### src/rtl/pbm_pkg.sv
// ============================================================================
// pbm_pkg
// Types, character codes, phase and status codes shared by the P1 parser.
// ============================================================================
package pbm_pkg;

    // Default largest accepted image dimension
    localparam int DEF_MAX_DIM = 4095;

    // Characters the parser looks for
    localparam logic [7:0] CH_P     = 8'h50;  // 'P'
    localparam logic [7:0] CH_ONE   = 8'h31;  // '1'
    localparam logic [7:0] CH_ZERO  = 8'h30;  // '0'
    localparam logic [7:0] CH_HASH  = 8'h23;  // '#'
    localparam logic [7:0] CH_SPACE = 8'h20;
    localparam logic [7:0] CH_LF    = 8'h0A;
    localparam logic [7:0] CH_CR    = 8'h0D;
    localparam logic [7:0] CH_HT    = 8'h09;

    // Parse phase
    typedef enum logic [3:0] {
        PH_MAGIC_P   = 4'd0,
        PH_MAGIC_1   = 4'd1,
        PH_MAGIC_EOL = 4'd2,
        PH_MAGIC_LF  = 4'd3,
        PH_LINE      = 4'd4,
        PH_COMMENT   = 4'd5,
        PH_W_LEAD    = 4'd6,
        PH_W_DIG     = 4'd7,
        PH_H_LEAD    = 4'd8,
        PH_H_DIG     = 4'd9,
        PH_PIXELS    = 4'd10,
        PH_TRAIL     = 4'd11,
        PH_DONE      = 4'd12
    } t_phase;

    // Sticky status codes
    typedef enum logic [3:0] {
        ST_OK          = 4'd0,
        ST_BAD_MAGIC   = 4'd1,
        ST_HEADER_EOF  = 4'd2,
        ST_BAD_WIDTH   = 4'd3,
        ST_NO_SEP_W    = 4'd4,
        ST_BAD_HEIGHT  = 4'd5,
        ST_NO_SEP_H    = 4'd6,
        ST_TOO_FEW     = 4'd7,
        ST_TOO_MANY    = 4'd8
    } t_status;

    // Input item
    typedef struct packed {
        logic [7:0] byte_req;
        logic       end_of_file;
    } t_in_item;

    // Result item
    typedef struct packed {
        logic        pixel_valid;
        logic        pixel_black;
        logic [11:0] column;
        logic [11:0] row;
        logic [11:0] image_width;
        logic [11:0] image_height;
        t_status     status;
        logic        done_res;
    } t_out_item;

    // HT, LF, VT, FF, CR or space
    function automatic logic is_ws(input logic [7:0] b);
        return (b == CH_SPACE) || ((b >= CH_HT) && (b <= CH_CR));
    endfunction

    function automatic logic is_digit(input logic [7:0] b);
        return (b >= CH_ZERO) && (b <= (CH_ZERO + 8'd9));
    endfunction

    // Space or LF, the only separators allowed after a number
    function automatic logic is_sep(input logic [7:0] b);
        return (b == CH_SPACE) || (b == CH_LF);
    endfunction

endpackage

### src/rtl/pbm_acc.sv
// ============================================================================
// pbm_acc
// Saturating decimal accumulate: value * 10 + digit, clamped to MAX_DIM + 1.
// ============================================================================
module pbm_acc #(
    parameter int MAX_DIM = 4095,
    parameter int AW      = 12
) (
    input  logic [AW-1:0] i_acc,
    input  logic [3:0]    i_digit,
    output logic [AW-1:0] o_value
);
    localparam logic [AW+3:0] MAXW = (AW+4)'(MAX_DIM);

    logic [AW+3:0] w_wide;
    logic [AW+3:0] w_acc_ext;

    // Times ten as two shifts, plus the digit
    assign w_acc_ext = {4'd0, i_acc};
    assign w_wide    = (w_acc_ext << 3) + (w_acc_ext << 1) + {{AW{1'b0}}, i_digit};

    // Clamp once the running value has gone past the limit
    always_comb begin
        if ((w_acc_ext > MAXW) || (w_wide > MAXW)) begin
            o_value = AW'(MAXW + 1'b1);
        end else begin
            o_value = w_wide[AW-1:0];
        end
    end
endmodule

### src/rtl/pbm_core.sv
// ============================================================================
// pbm_core
// Parse state registers and the single-pass next-state logic for one byte.
// ============================================================================
module pbm_core #(
    parameter int MAX_DIM = 4095,
    parameter int AW      = 12
) (
    input  logic               i_clk,
    input  logic               i_rst_n,
    input  logic               i_step,
    input  pbm_pkg::t_in_item  i_in,
    output pbm_pkg::t_out_item o_item
);
    import pbm_pkg::*;

    localparam logic [AW-1:0] MAXA = AW'(MAX_DIM);
    localparam logic [AW-1:0] ONE  = AW'(1);

    t_phase        r_phase,  n_phase;
    t_status       r_err,    n_err;
    logic [AW-1:0] r_acc,    n_acc;
    logic [AW-1:0] r_width,  n_width;
    logic [AW-1:0] r_height, n_height;
    logic [AW-1:0] r_col,    n_col;
    logic [AW-1:0] r_row,    n_row;

    logic [7:0]    w_b;
    logic          w_digit;
    logic          w_ws;
    logic          w_sep;
    logic          w_val_bad;
    logic          w_acc_start;
    logic [AW-1:0] w_acc_src;
    logic [AW-1:0] w_acc_next;
    logic [AW-1:0] w_col_inc;
    logic [AW-1:0] w_row_inc;

    assign w_b       = i_in.byte_req;
    assign w_digit   = is_digit(w_b);
    assign w_ws      = is_ws(w_b);
    assign w_sep     = is_sep(w_b);
    assign w_val_bad = (r_acc == '0) || (r_acc > MAXA);
    assign w_col_inc = r_col + ONE;
    assign w_row_inc = r_row + ONE;

    // Start a fresh number from zero in the lead-in phases
    assign w_acc_start = (r_phase == PH_LINE) || (r_phase == PH_W_LEAD) ||
                         (r_phase == PH_H_LEAD);
    assign w_acc_src   = w_acc_start ? '0 : r_acc;

    pbm_acc #(
        .MAX_DIM (MAX_DIM),
        .AW      (AW)
    ) u_acc (
        .i_acc   (w_acc_src),
        .i_digit (w_b[3:0]),
        .o_value (w_acc_next)
    );

    // Advance the parse on one byte or end mark
    always_comb begin
        n_phase  = r_phase;
        n_err    = r_err;
        n_acc    = r_acc;
        n_width  = r_width;
        n_height = r_height;
        n_col    = r_col;
        n_row    = r_row;
        o_item   = '0;

        if ((r_err == ST_OK) && (r_phase != PH_DONE)) begin
            if (i_in.end_of_file) begin
                unique case (r_phase) inside
                    PH_MAGIC_P, PH_MAGIC_1, PH_MAGIC_EOL, PH_MAGIC_LF: n_err = ST_BAD_MAGIC;
                    PH_LINE, PH_COMMENT: n_err = ST_HEADER_EOF;
                    PH_W_LEAD:           n_err = ST_BAD_WIDTH;
                    PH_W_DIG:            n_err = w_val_bad ? ST_BAD_WIDTH : ST_NO_SEP_W;
                    PH_H_LEAD:           n_err = ST_BAD_HEIGHT;
                    PH_H_DIG:            n_err = w_val_bad ? ST_BAD_HEIGHT : ST_NO_SEP_H;
                    PH_PIXELS:           n_err = ST_TOO_FEW;
                    PH_TRAIL:            n_phase = PH_DONE;
                    default: ;
                endcase
            end else begin
                unique case (r_phase)
                    PH_MAGIC_P: begin
                        if (w_b == CH_P) n_phase = PH_MAGIC_1;
                        else             n_err   = ST_BAD_MAGIC;
                    end
                    PH_MAGIC_1: begin
                        if (w_b == CH_ONE) n_phase = PH_MAGIC_EOL;
                        else               n_err   = ST_BAD_MAGIC;
                    end
                    PH_MAGIC_EOL: begin
                        if (w_b == CH_LF)      n_phase = PH_LINE;
                        else if (w_b == CH_CR) n_phase = PH_MAGIC_LF;
                        else                   n_err   = ST_BAD_MAGIC;
                    end
                    PH_MAGIC_LF: begin
                        if (w_b == CH_LF) n_phase = PH_LINE;
                        else              n_err   = ST_BAD_MAGIC;
                    end
                    PH_LINE: begin
                        if (w_b == CH_HASH) begin
                            n_phase = PH_COMMENT;
                        end else if (w_digit) begin
                            n_acc   = w_acc_next;
                            n_phase = PH_W_DIG;
                        end else if (w_ws) begin
                            n_phase = PH_W_LEAD;
                        end else begin
                            n_err = ST_BAD_WIDTH;
                        end
                    end
                    PH_COMMENT: begin
                        if (w_b == CH_LF) n_phase = PH_LINE;
                    end
                    PH_W_LEAD: begin
                        if (w_digit) begin
                            n_acc   = w_acc_next;
                            n_phase = PH_W_DIG;
                        end else if (!w_ws) begin
                            n_err = ST_BAD_WIDTH;
                        end
                    end
                    PH_H_LEAD: begin
                        if (w_digit) begin
                            n_acc   = w_acc_next;
                            n_phase = PH_H_DIG;
                        end else if (!w_ws) begin
                            n_err = ST_BAD_HEIGHT;
                        end
                    end
                    PH_W_DIG: begin
                        if (w_digit) begin
                            n_acc = w_acc_next;
                        end else if (w_val_bad) begin
                            n_err = ST_BAD_WIDTH;
                        end else if (!w_sep) begin
                            n_err = ST_NO_SEP_W;
                        end else begin
                            n_width = r_acc;
                            n_acc   = '0;
                            n_phase = PH_H_LEAD;
                        end
                    end
                    PH_H_DIG: begin
                        if (w_digit) begin
                            n_acc = w_acc_next;
                        end else if (w_val_bad) begin
                            n_err = ST_BAD_HEIGHT;
                        end else if (!w_sep) begin
                            n_err = ST_NO_SEP_H;
                        end else begin
                            n_height = r_acc;
                            n_acc    = '0;
                            n_col    = ONE;
                            n_row    = ONE;
                            n_phase  = PH_PIXELS;
                        end
                    end
                    PH_PIXELS: begin
                        if ((w_b == CH_ZERO) || (w_b == CH_ONE)) begin
                            o_item.pixel_valid = 1'b1;
                            o_item.pixel_black = (w_b == CH_ONE);
                            o_item.column      = 12'(r_col);
                            o_item.row         = 12'(r_row);
                            // Wrap to the next row past the last column
                            if (w_col_inc > r_width) begin
                                n_col = ONE;
                                n_row = w_row_inc;
                                if (w_row_inc > r_height) n_phase = PH_TRAIL;
                            end else begin
                                n_col = w_col_inc;
                            end
                        end
                    end
                    PH_TRAIL: begin
                        if (!w_sep) n_err = ST_TOO_MANY;
                    end
                    default: ;
                endcase
            end
        end

        o_item.image_width  = 12'(n_width);
        o_item.image_height = 12'(n_height);
        o_item.status       = n_err;
        o_item.done_res     = (n_phase == PH_DONE);
    end

    // Hold state between accepted items
    always_ff @(posedge i_clk) begin
        if (!i_rst_n) begin
            r_phase  <= PH_MAGIC_P;
            r_err    <= ST_OK;
            r_acc    <= '0;
            r_width  <= '0;
            r_height <= '0;
            r_col    <= ONE;
            r_row    <= ONE;
        end else if (i_step) begin
            r_phase  <= n_phase;
            r_err    <= n_err;
            r_acc    <= n_acc;
            r_width  <= n_width;
            r_height <= n_height;
            r_col    <= n_col;
            r_row    <= n_row;
        end
    end
endmodule

### src/rtl/pbm_ascii_stream_parser_top.sv
// ============================================================================
// pbm_ascii_stream_parser_top
// Plain PBM (P1) byte-stream parser with valid/ready input and result ports.
// ============================================================================
// The parser takes one file byte (or the end-of-file mark) per clock and
// returns exactly one result item for each, in the cycle after it is accepted.
// Each byte is handled in a single registered pass: the parse state and the
// times-ten accumulate update at the accepting edge and the result lands in
// an output register, so input is taken every cycle as long as the output
// register is empty or being drained in the same cycle. Errors are sticky
// until reset; done_res rises once the file is fully accepted.
module pbm_ascii_stream_parser_top #(
    parameter int MAX_DIM = pbm_pkg::DEF_MAX_DIM
) (
    input  logic               i_clk,
    input  logic               i_rst_n,
    input  logic               i_in_valid,
    output logic               o_in_ready,
    input  pbm_pkg::t_in_item  i_in_data,
    output logic               o_out_valid,
    input  logic               i_out_ready,
    output pbm_pkg::t_out_item o_out_data
);
    import pbm_pkg::*;

    localparam int AW = $clog2(MAX_DIM + 2);

    logic      w_step;
    t_out_item w_item;
    t_out_item r_out;
    logic      r_out_valid, n_out_valid;

    // Accept when the result register is free or draining
    assign o_in_ready = !r_out_valid || i_out_ready;
    assign w_step     = i_in_valid && o_in_ready;

    pbm_core #(
        .MAX_DIM (MAX_DIM),
        .AW      (AW)
    ) u_core (
        .i_clk   (i_clk),
        .i_rst_n (i_rst_n),
        .i_step  (w_step),
        .i_in    (i_in_data),
        .o_item  (w_item)
    );

    // Fill on accept, drop once taken
    always_comb begin
        if (w_step)           n_out_valid = 1'b1;
        else if (i_out_ready) n_out_valid = 1'b0;
        else                  n_out_valid = r_out_valid;
    end

    always_ff @(posedge i_clk) begin
        if (!i_rst_n) begin
            r_out_valid <= 1'b0;
        end else begin
            r_out_valid <= n_out_valid;
        end
    end

    always_ff @(posedge i_clk) begin
        if (w_step) begin
            r_out <= w_item;
        end
    end

    assign o_out_valid = r_out_valid;
    assign o_out_data  = r_out;

`ifndef SYNTH
    // A pixel only comes out of a clean parse, with nonzero coordinates
    a_pixel_clean: assert property (@(posedge i_clk) disable iff (!i_rst_n)
        w_item.pixel_valid |->
            (w_item.status == ST_OK) && (w_item.column != 12'd0) && (w_item.row != 12'd0))
        else $error("pixel emitted with error or zero coordinate");

    // Done and an error never stand together
    a_done_ok: assert property (@(posedge i_clk) disable iff (!i_rst_n)
        (r_out_valid && r_out.done_res) |-> (r_out.status == ST_OK))
        else $error("done flagged with nonzero status");

    // A stalled result blocks input
    a_stall_blocks: assert property (@(posedge i_clk) disable iff (!i_rst_n)
        (r_out_valid && !i_out_ready) |-> !o_in_ready)
        else $error("input accepted while result stalled");

    // Every accepted item yields a result next cycle
    a_result_follows: assert property (@(posedge i_clk) disable iff (!i_rst_n)
        w_step |=> r_out_valid)
        else $error("accepted item produced no result");
`endif
endmodule
### config.mk
export PLATFORM = sky130hd
export DESIGN_NAME = pbm_ascii_stream_parser_top
export DESIGN_NICKNAME = d
export VERILOG_FILES = /design/src/rtl/pbm_pkg.sv /design/src/rtl/pbm_acc.sv /design/src/rtl/pbm_core.sv /design/src/rtl/pbm_ascii_stream_parser_top.sv
export SDC_FILE = /design/constraint.sdc
export NUM_CORES = 1
export LEC_CHECK = 0
export BUFFER_PORTS_ARGS = -buffer_cell sky130_fd_sc_hd__buf_2
export CORE_MARGIN = 3
export CORE_UTILIZATION = 45
export CTS_BUF_LIST = sky130_fd_sc_hd__clkbuf_4 sky130_fd_sc_hd__clkbuf_8
export DETAILED_ROUTE_END_ITERATION = 8
export GPL_TIMING_DRIVEN = 0
export HOLD_SLACK_MARGIN = 0.05
export PLACE_DENSITY_LB_ADDON = 0.12
export SLEW_MARGIN = 10
export SYNTH_ARGS = -nofsm -noshare
export SYNTH_HDL_FRONTEND = slang
export SYNTH_SLANG_ARGS = --single-unit
### constraint.sdc
create_clock -name i_clk -period 8.1 [get_ports i_clk]
set_input_delay 1.215 -clock i_clk [delete_from_list [all_inputs] [get_ports i_clk]]
set_output_delay 1.215 -clock i_clk [all_outputs]
set_load 0.02 [all_outputs]
**After elaboration in Yosys (flattened, before gate mapping)**

Cells that the tools add are included.

- Bits in registers: 129
- Latch bits: 0
- Memory bits (writable): 0
- Bits in read-only memories: 0
- Input port bits: 13
- Output and inout port bits: 57
- Word-level logic and storage cells: 174
- Memories: 0

- Add/subtract/negate cells: 4
- $mul: 0
- Divide/modulo/power cells: 0
- Order comparisons: 9
- Equality and inequality tests: 28
- Shifts and indexed selects: 0
- Muxes and demuxes: 78
- Bitwise logic cells: 6
- Reductions and logical operators: 31

Operators by type and width:

| cell | number |
|---|---|
| two-way mux 13 bit | 14 |
| two-way mux 4 bit | 41 |
| two-way mux 12 bit | 12 |
| case mux 4 bit (10 select lines) | 2 |
| case mux 13 bit (2 select lines) | 2 |
| case mux 13 bit (3 select lines) | 1 |
| equality test 8 x 6 -> 1 bit (second input constant) | 4 |
| case mux 4 bit (7 select lines) | 1 |
| adder 13 x 1 -> 13 bit (second input constant) | 2 |
| greater-than comparator 13 x 12 -> 1 bit (second input constant) | 2 |
| greater-than comparator 13 bit | 2 |
| two-way mux 26 bit | 1 |
| AND reduction 7 bit | 3 |
| equality test 4 bit (second input constant) | 5 |
| adder 16 x 14 -> 17 bit | 1 |
| adder 17 x 4 -> 17 bit | 1 |
| greater-than comparator 17 x 12 -> 1 bit (second input constant) | 1 |
| equality test 4 x 3 -> 1 bit (second input constant) | 4 |
| equality test 8 x 4 -> 1 bit (second input constant) | 2 |
| logical NOT 13 bit | 1 |
| != test 2 bit (second input constant) | 5 |
| AND reduction 9 bit | 1 |
| equality test 4 x 2 -> 1 bit (second input constant) | 2 |
| equality test 8 x 7 -> 1 bit (second input constant) | 1 |
| 23 further kinds | 45 |

**Longest topological paths before layout**

- Depth in word-level cells: 12
- Gate-level depth with buffers: 16

**Modules after synthesis**

From an unflattened synthesis, not the netlist that was laid out.

- Cells, all modules: 904
- Area total of the unflattened synthesis: 8215.4 um2

By module, submodules not included:

| module | times used | cells each | area each (um2) |
|---|---|---|---|
| pbm_core | 1 | 727 | 5527.8 |
| pbm_ascii_stream_parser_top | 1 | 60 | 1709.1 |
| pbm_acc | 1 | 117 | 978.4 |

**Least setup slack after synthesis**

No wires, ideal clock.

- Kind: input port to flip-flop
- Start: input port i_out_ready
- End: register u_core.r_row[0]
- Arrival: 3994 ps
- Setup slack: 3968 ps
- Stages: 9
- Buffers on the path: 1
- Cells stage by stage: nand2b_1 -> nand2_1 -> clkinv_1 -> nand3_1 -> o22ai_1 -> and2_1 -> buf_2 -> nor2_1 -> o21ai_0

- Word-level cells in the longest chain between the ends: 3

Ends and longest elaborated chain:

| what | line | RTL |
|---|---|---|
| start: declaration | pbm_ascii_stream_parser_top.sv:21 | `input logic i_out_ready,` |
| logical OR 1 bit | pbm_ascii_stream_parser_top.sv:34 | `assign o_in_ready = !r_out_valid \|\| i_out_ready;` |
| logical AND 1 bit | pbm_ascii_stream_parser_top.sv:35 | `assign w_step = i_in_valid && o_in_ready;` |
| AND reduction 9 bit (no line) | -- |  |
| end signal: assignment | pbm_core.sv:210 | `r_row <= n_row;` |
| end: declaration | pbm_core.sv:26 | `logic [AW-1:0] r_row, n_row;` |

Every way passes these cells.
A chain may end at the register's enable or synchronous reset.

**Worst setup path in the final report**

- Start: register u_core.r_phase[3]
- End: register u_core.r_acc[10]

- Word-level cells in the longest chain between the ends: 12
- Elaborated cells on any way between the ends: 27
- Those cells by class: add/sub (2); order compare (2); eq/ne (9); mux (6); reduce/logical (8)

Ends and longest elaborated chain:

| what | line | RTL |
|---|---|---|
| start: declaration | pbm_core.sv:20 | `t_phase r_phase, n_phase;` |
| start signal: assignment | pbm_core.sv:204 | `r_phase <= n_phase;` |
| equality test 4 x 3 -> 1 bit | pbm_core.sv:48, pbm_core.sv:86 |  |
| logical OR 1 bit (2 in a row) | pbm_core.sv:48 | `assign w_acc_start = (r_phase == PH_LINE) \|\| (r_phase == PH_W_LEAD) \|\|` |
| two-way mux 13 bit | pbm_core.sv:50 | `assign w_acc_src = w_acc_start ? '0 : r_acc;` |
| adder 16 x 14 -> 17 bit | pbm_acc.sv:20 | `assign w_wide = (w_acc_ext << 3) + (w_acc_ext << 1) + {{AW{1'b0}}, i_digit};` |
| adder 17 x 4 -> 17 bit | pbm_acc.sv:20 |  |
| greater-than comparator 17 x 12 -> 1 bit | pbm_acc.sv:24 | `if ((w_acc_ext > MAXW) \|\| (w_wide > MAXW)) begin` |
| logical OR 1 bit | pbm_acc.sv:24 |  |
| two-way mux 13 bit | pbm_acc.sv:24 |  |
| two-way mux 13 bit | pbm_core.sv:107, pbm_core.sv:120, pbm_core.sv:128 |  |
| two-way mux 13 bit | pbm_core.sv:105 | `if (w_b == CH_HASH) begin` |
| case mux 13 bit (3 select lines) | pbm_core.sv:86 | `unique case (r_phase)` |
| end signal: assignment | pbm_core.sv:206 | `r_acc <= n_acc;` |
| end: declaration | pbm_core.sv:22 | `logic [AW-1:0] r_acc, n_acc;` |

Several ways; a longest one is shown, not always the timed one. The select of a mux whose other input is x is not followed.

==> summary.log <==
qor: outcome.run_status finished clean
qor: timing.hold_viol_final 0
qor: grt.grt_pass1_wl 32.8 mm
qor: worst_hold_path.min-delay-start u_core.r_height[12]
qor: clocking.cts_tree done
qor: placement.place_congestion 0.975
qor: timing.timing.setup.tns 0 ns
qor: synth.cell_area_after_technology_mapping 7800 sq um
qor: critical_path.crit-reg2reg-launch u_core.r_phase[3]
qor: critical_path.cp_max_fo 10
qor: placement.place.port_buffers 67
qor: power_and_ir_drop.comb_power_share 0.142
qor: synth.netlist_instances 833
qor: critical_path.cp.required 8.49 ns
qor: cells_and_area.fillCellCount 1,613
qor: critical_path.r2r_slack 3.87 ns
qor: critical_path.cp-start-kind register
qor: clocking.cts_setup_buffers 0
qor: grt.vias_in_the_first_global_route 6,217
qor: placement.dp.final_hpwl 15.4 mm
qor: clocking.clk_lat_worst_skew 0.45 ns
qor: timing.setup_ws 3.87 ns
qor: placement.placed_cells_incl_taps 1,121
qor: synth.synth_sequential_area_ratio 0.401
qor: clocking.cts-root-buf clkbuf_8
qor: timing.fmax 0.236 GHz
qor: cells_and_area.syn2layout_area_growth 13.0%
qor: cells_and_area.layout-drive-gt1-share 0.163
qor: detailed_routing.via_count 6,527
qor: die.floorplan.rows 47
qor: flow_run.drv.max_cap_violation_count 0
qor: grt.antenna_found_initial 0
qor: cells_and_area.most-common-layout-cells dfxtp_1 (74), nand2_1 (69), buf_2 (69)
qor: clocking.cts.sinks 129
qor: die.io-pin-count 70
qor: synth.synth-edff-count 55
qor: cells_and_area.layout.nets 987
qor: synth.synth.ff_latch_count 129
qor: power_and_ir_drop.swShare 0.265
qor: critical_path.type_of_the_setup_path_with_the_least_slack reg -> reg
qor: power_and_ir_drop.power.total 1.47 mW
qor: critical_path.timing.critical_path.arrival 4.62 ns
qor: power_and_ir_drop.power.net_switching 0.389 mW
qor: critical_path.crit_end_element register
qor: detailed_routing.drt_iter0_markers 513
qor: synth.synth_fp_nets 900
qor: worst_hold_path.hold-path-cell-count 2
qor: detailed_routing.post_drt_via_cell_ratio 5.66
qor: power_and_ir_drop.power.ir.vdd_worst 0.103 mV
qor: detailed_routing.drt_wl_total 20.4 mm
qor: timing.fin_crit_sh 0.522
qor: timing.worstMarginPinSlew 1.22 ns
qor: clocking.clk_pin_slew 0.07 ns
qor: clocking.numCtsBuffers 17
qor: power_and_ir_drop.static-leakage-power 3.85 nW
qor: die.core_area 16,800 sq um
qor: synth.postSynth.asyncResetShare 0
qor: detailed_routing.wl_per_cell 17.7 um
qor: die.fp.dieW 138 um
qor: power_and_ir_drop.power_report.internal_total 1.08 mW
qor: synth.synth_top_flop_cell dfxtp_1
qor: cells_and_area.mostFrequentLayoutCell dfxtp_1
qor: synth.ys_warn_count 0
qor: detailed_routing.drtAntennaViolNets 0
qor: grt.overflow 0
qor: synth.syn_area_per_cell 9.37 sq um
qor: timing.timing.final.max_slew_violations 0
qor: timing.unrepaired_setup_endpoints_after_global_routing no
qor: clocking.h-tree-depth 4
qor: die.design.die.area 19,000 sq um
qor: detailed_routing.drtPass1Iterations 5
qor: grt.largest_net_degree_at_the_start_of_global_routing 43
qor: power_and_ir_drop.clock_power_share 0.366
qor: die.initial_utilization 0.466
qor: power_and_ir_drop.seqPwrFrac 0.492
qor: worst_hold_path.hold_end u_core.r_height[12]
qor: placement.pre_cts_setup_slack 3.92 ns
qor: clocking.ctsHoldBuffers 0
qor: cells_and_area.antennaDiodeCount 0
qor: die.floorplan.die.height 138 um
qor: timing.worst_slew_margin_rel 0.178
qor: critical_path.r2r.worst_path.cells 15
qor: detailed_routing.drt_drc_violations_left 0
qor: clocking.ctsLongestPathBuffers 2
qor: cells_and_area.post_layout_nonfiller_instances 1,153
qor: timing.min_period 4.23 ns
qor: clocking.cts-resized-gates 0
qor: synth.synth_cell_type_count 81
qor: timing.setup_viol 0
qor: critical_path.regToRegEndpoint u_core.r_acc[10]
qor: grt.track_usage 0.224
qor: worst_hold_path.worst_hold_path_type reg -> reg
qor: power_and_ir_drop.power-per-cell-area 166 nW/um^2
qor: timing.fin_worst_skew 0.0108 ns
cell type report:
class / count / area, sq um / share of cell area
multi-input combinational: 623 / 4340 / 0.492
sequential: 129 / 3130 / 0.355
timing repair buffer: 68 / 355 / 0.0403
clock buffer: 24 / 293 / 0.0332
tap: 220 / 275 / 0.0312
buffer: 37 / 169 / 0.0192
inverter: 44 / 166 / 0.0189
clock inverter: 8 / 90.1 / 0.0102
routing by layer:
metal | share of wire | up-vias | track usage | wire length [um]
li1 | - | 3244 | - | -
met1 | 0.47 | 3042 | 0.305 | 9510
met2 | 0.46 | 209 | 0.360 | 9320
met3 | 0.055 | 32 | 0.0475 | 1130
met4 | 0.020 | 0 | 0.0675 | 414
met5 | 0 | - | 0 | 0
metrics by stage:
stage,util,cell area [sq um],hold slack (ns)
4_1_cts,0.526,8820,0.465
5_1_grt,0.526,8820,0.492
2_1_floorplan,-,7800,0.429
3_3_place_gp,0.502,8420,0.446
3_5_place_dp,0.503,8440,0.451
6_report,0.526,8820,0.464
cell families (layout without fill, tap and decap cells):
| group | Yosys count | after routing | share of synthesized area |
|---|---|---|---|
| muxes | 27 | 27 | 0.0431 |
| xor gates and xnor gates | 30 | 30 | 0.0337 |
| AOI/OAI and AO/OA | 208 | 208 | 0.188 |
| adders and majority gates | 54 | 54 | 0.0875 |
| and+or+nand+nor | 304 | 304 | 0.204 |
| buffers and inverters | 81 | 181 | 0.0428 |
| DFF | 129 | 129 | 0.401 |
flip-flops by register name, summed over array words and instances, names as in the netlist, 4 cells and up:
name / cells
o_out_data: 55
u_core.r_acc: 13
u_core.r_col: 13
u_core.r_err: 4
u_core.r_height: 13
u_core.r_phase: 4
u_core.r_row: 13
u_core.r_width: 13
how the worst max path moves through the flow:
stage                            from                to  slack (ns)  cells after the start
finish              u_core.r_phase[3]  u_core.r_acc[10]        3.87                     15
global route          u_core.r_col[0]   u_core.r_row[6]        3.42                     15
CTS                   u_core.r_col[0]   u_core.r_row[8]        3.89                     15
detailed placement    u_core.r_col[0]   u_core.r_row[8]        3.92                     15
global placement          i_out_ready   u_core.r_row[0]        2.76                     10
floorplan                 i_out_ready   u_core.r_row[0]        3.97                      9
power by group through the flow:
stage                     clock network (mW)  logic (mW)  registers [mW]
after floorplan                            0       0.119           0.758
after global placement                     0       0.204           0.737
after detailed placement                   0       0.206           0.736
after CTS                              0.550       0.206           0.721
after global routing                   0.578       0.228           0.725
final                                  0.536       0.207           0.722
cell usage after synthesis, types with 11 or more instances:
cell	count	area share
ha_1	53	0.085
xnor2_1	14	0.016
clkbuf_1	27	0.013
xor2_1	16	0.018
nand2_1	69	0.033
nand4_1	11	0.0088
edfxtp_1	55	0.21
a21oi_1	54	0.035
a22o_1	11	0.012
nor2_1	67	0.032
nand3_1	36	0.023
nor3_1	14	0.0090
a211oi_1	17	0.016
o21ai_0	33	0.021
and2_1	41	0.033
dfxtp_1	74	0.19
o211a_1	14	0.018
inv_1	41	0.020
mux2_2	14	0.020
critical path: stages (launching register included):
cell	delay, ns
dfxtp_1	0.48
or3b_2	0.55
a21o_1	0.26
clkbuf_1	0.22
and2_1	0.23
ha_1	0.20
a31o_2	0.21
ha_1	0.32
nor2b_1	0.16
o31ai_1	0.40
a21boi_0	0.23
o2111ai_1	0.22
nand4_1	0.23
nor2_2	0.18
buf_6	0.16
a22o_1	0.13
Note: power is estimated with default switching activity, not from simulation.
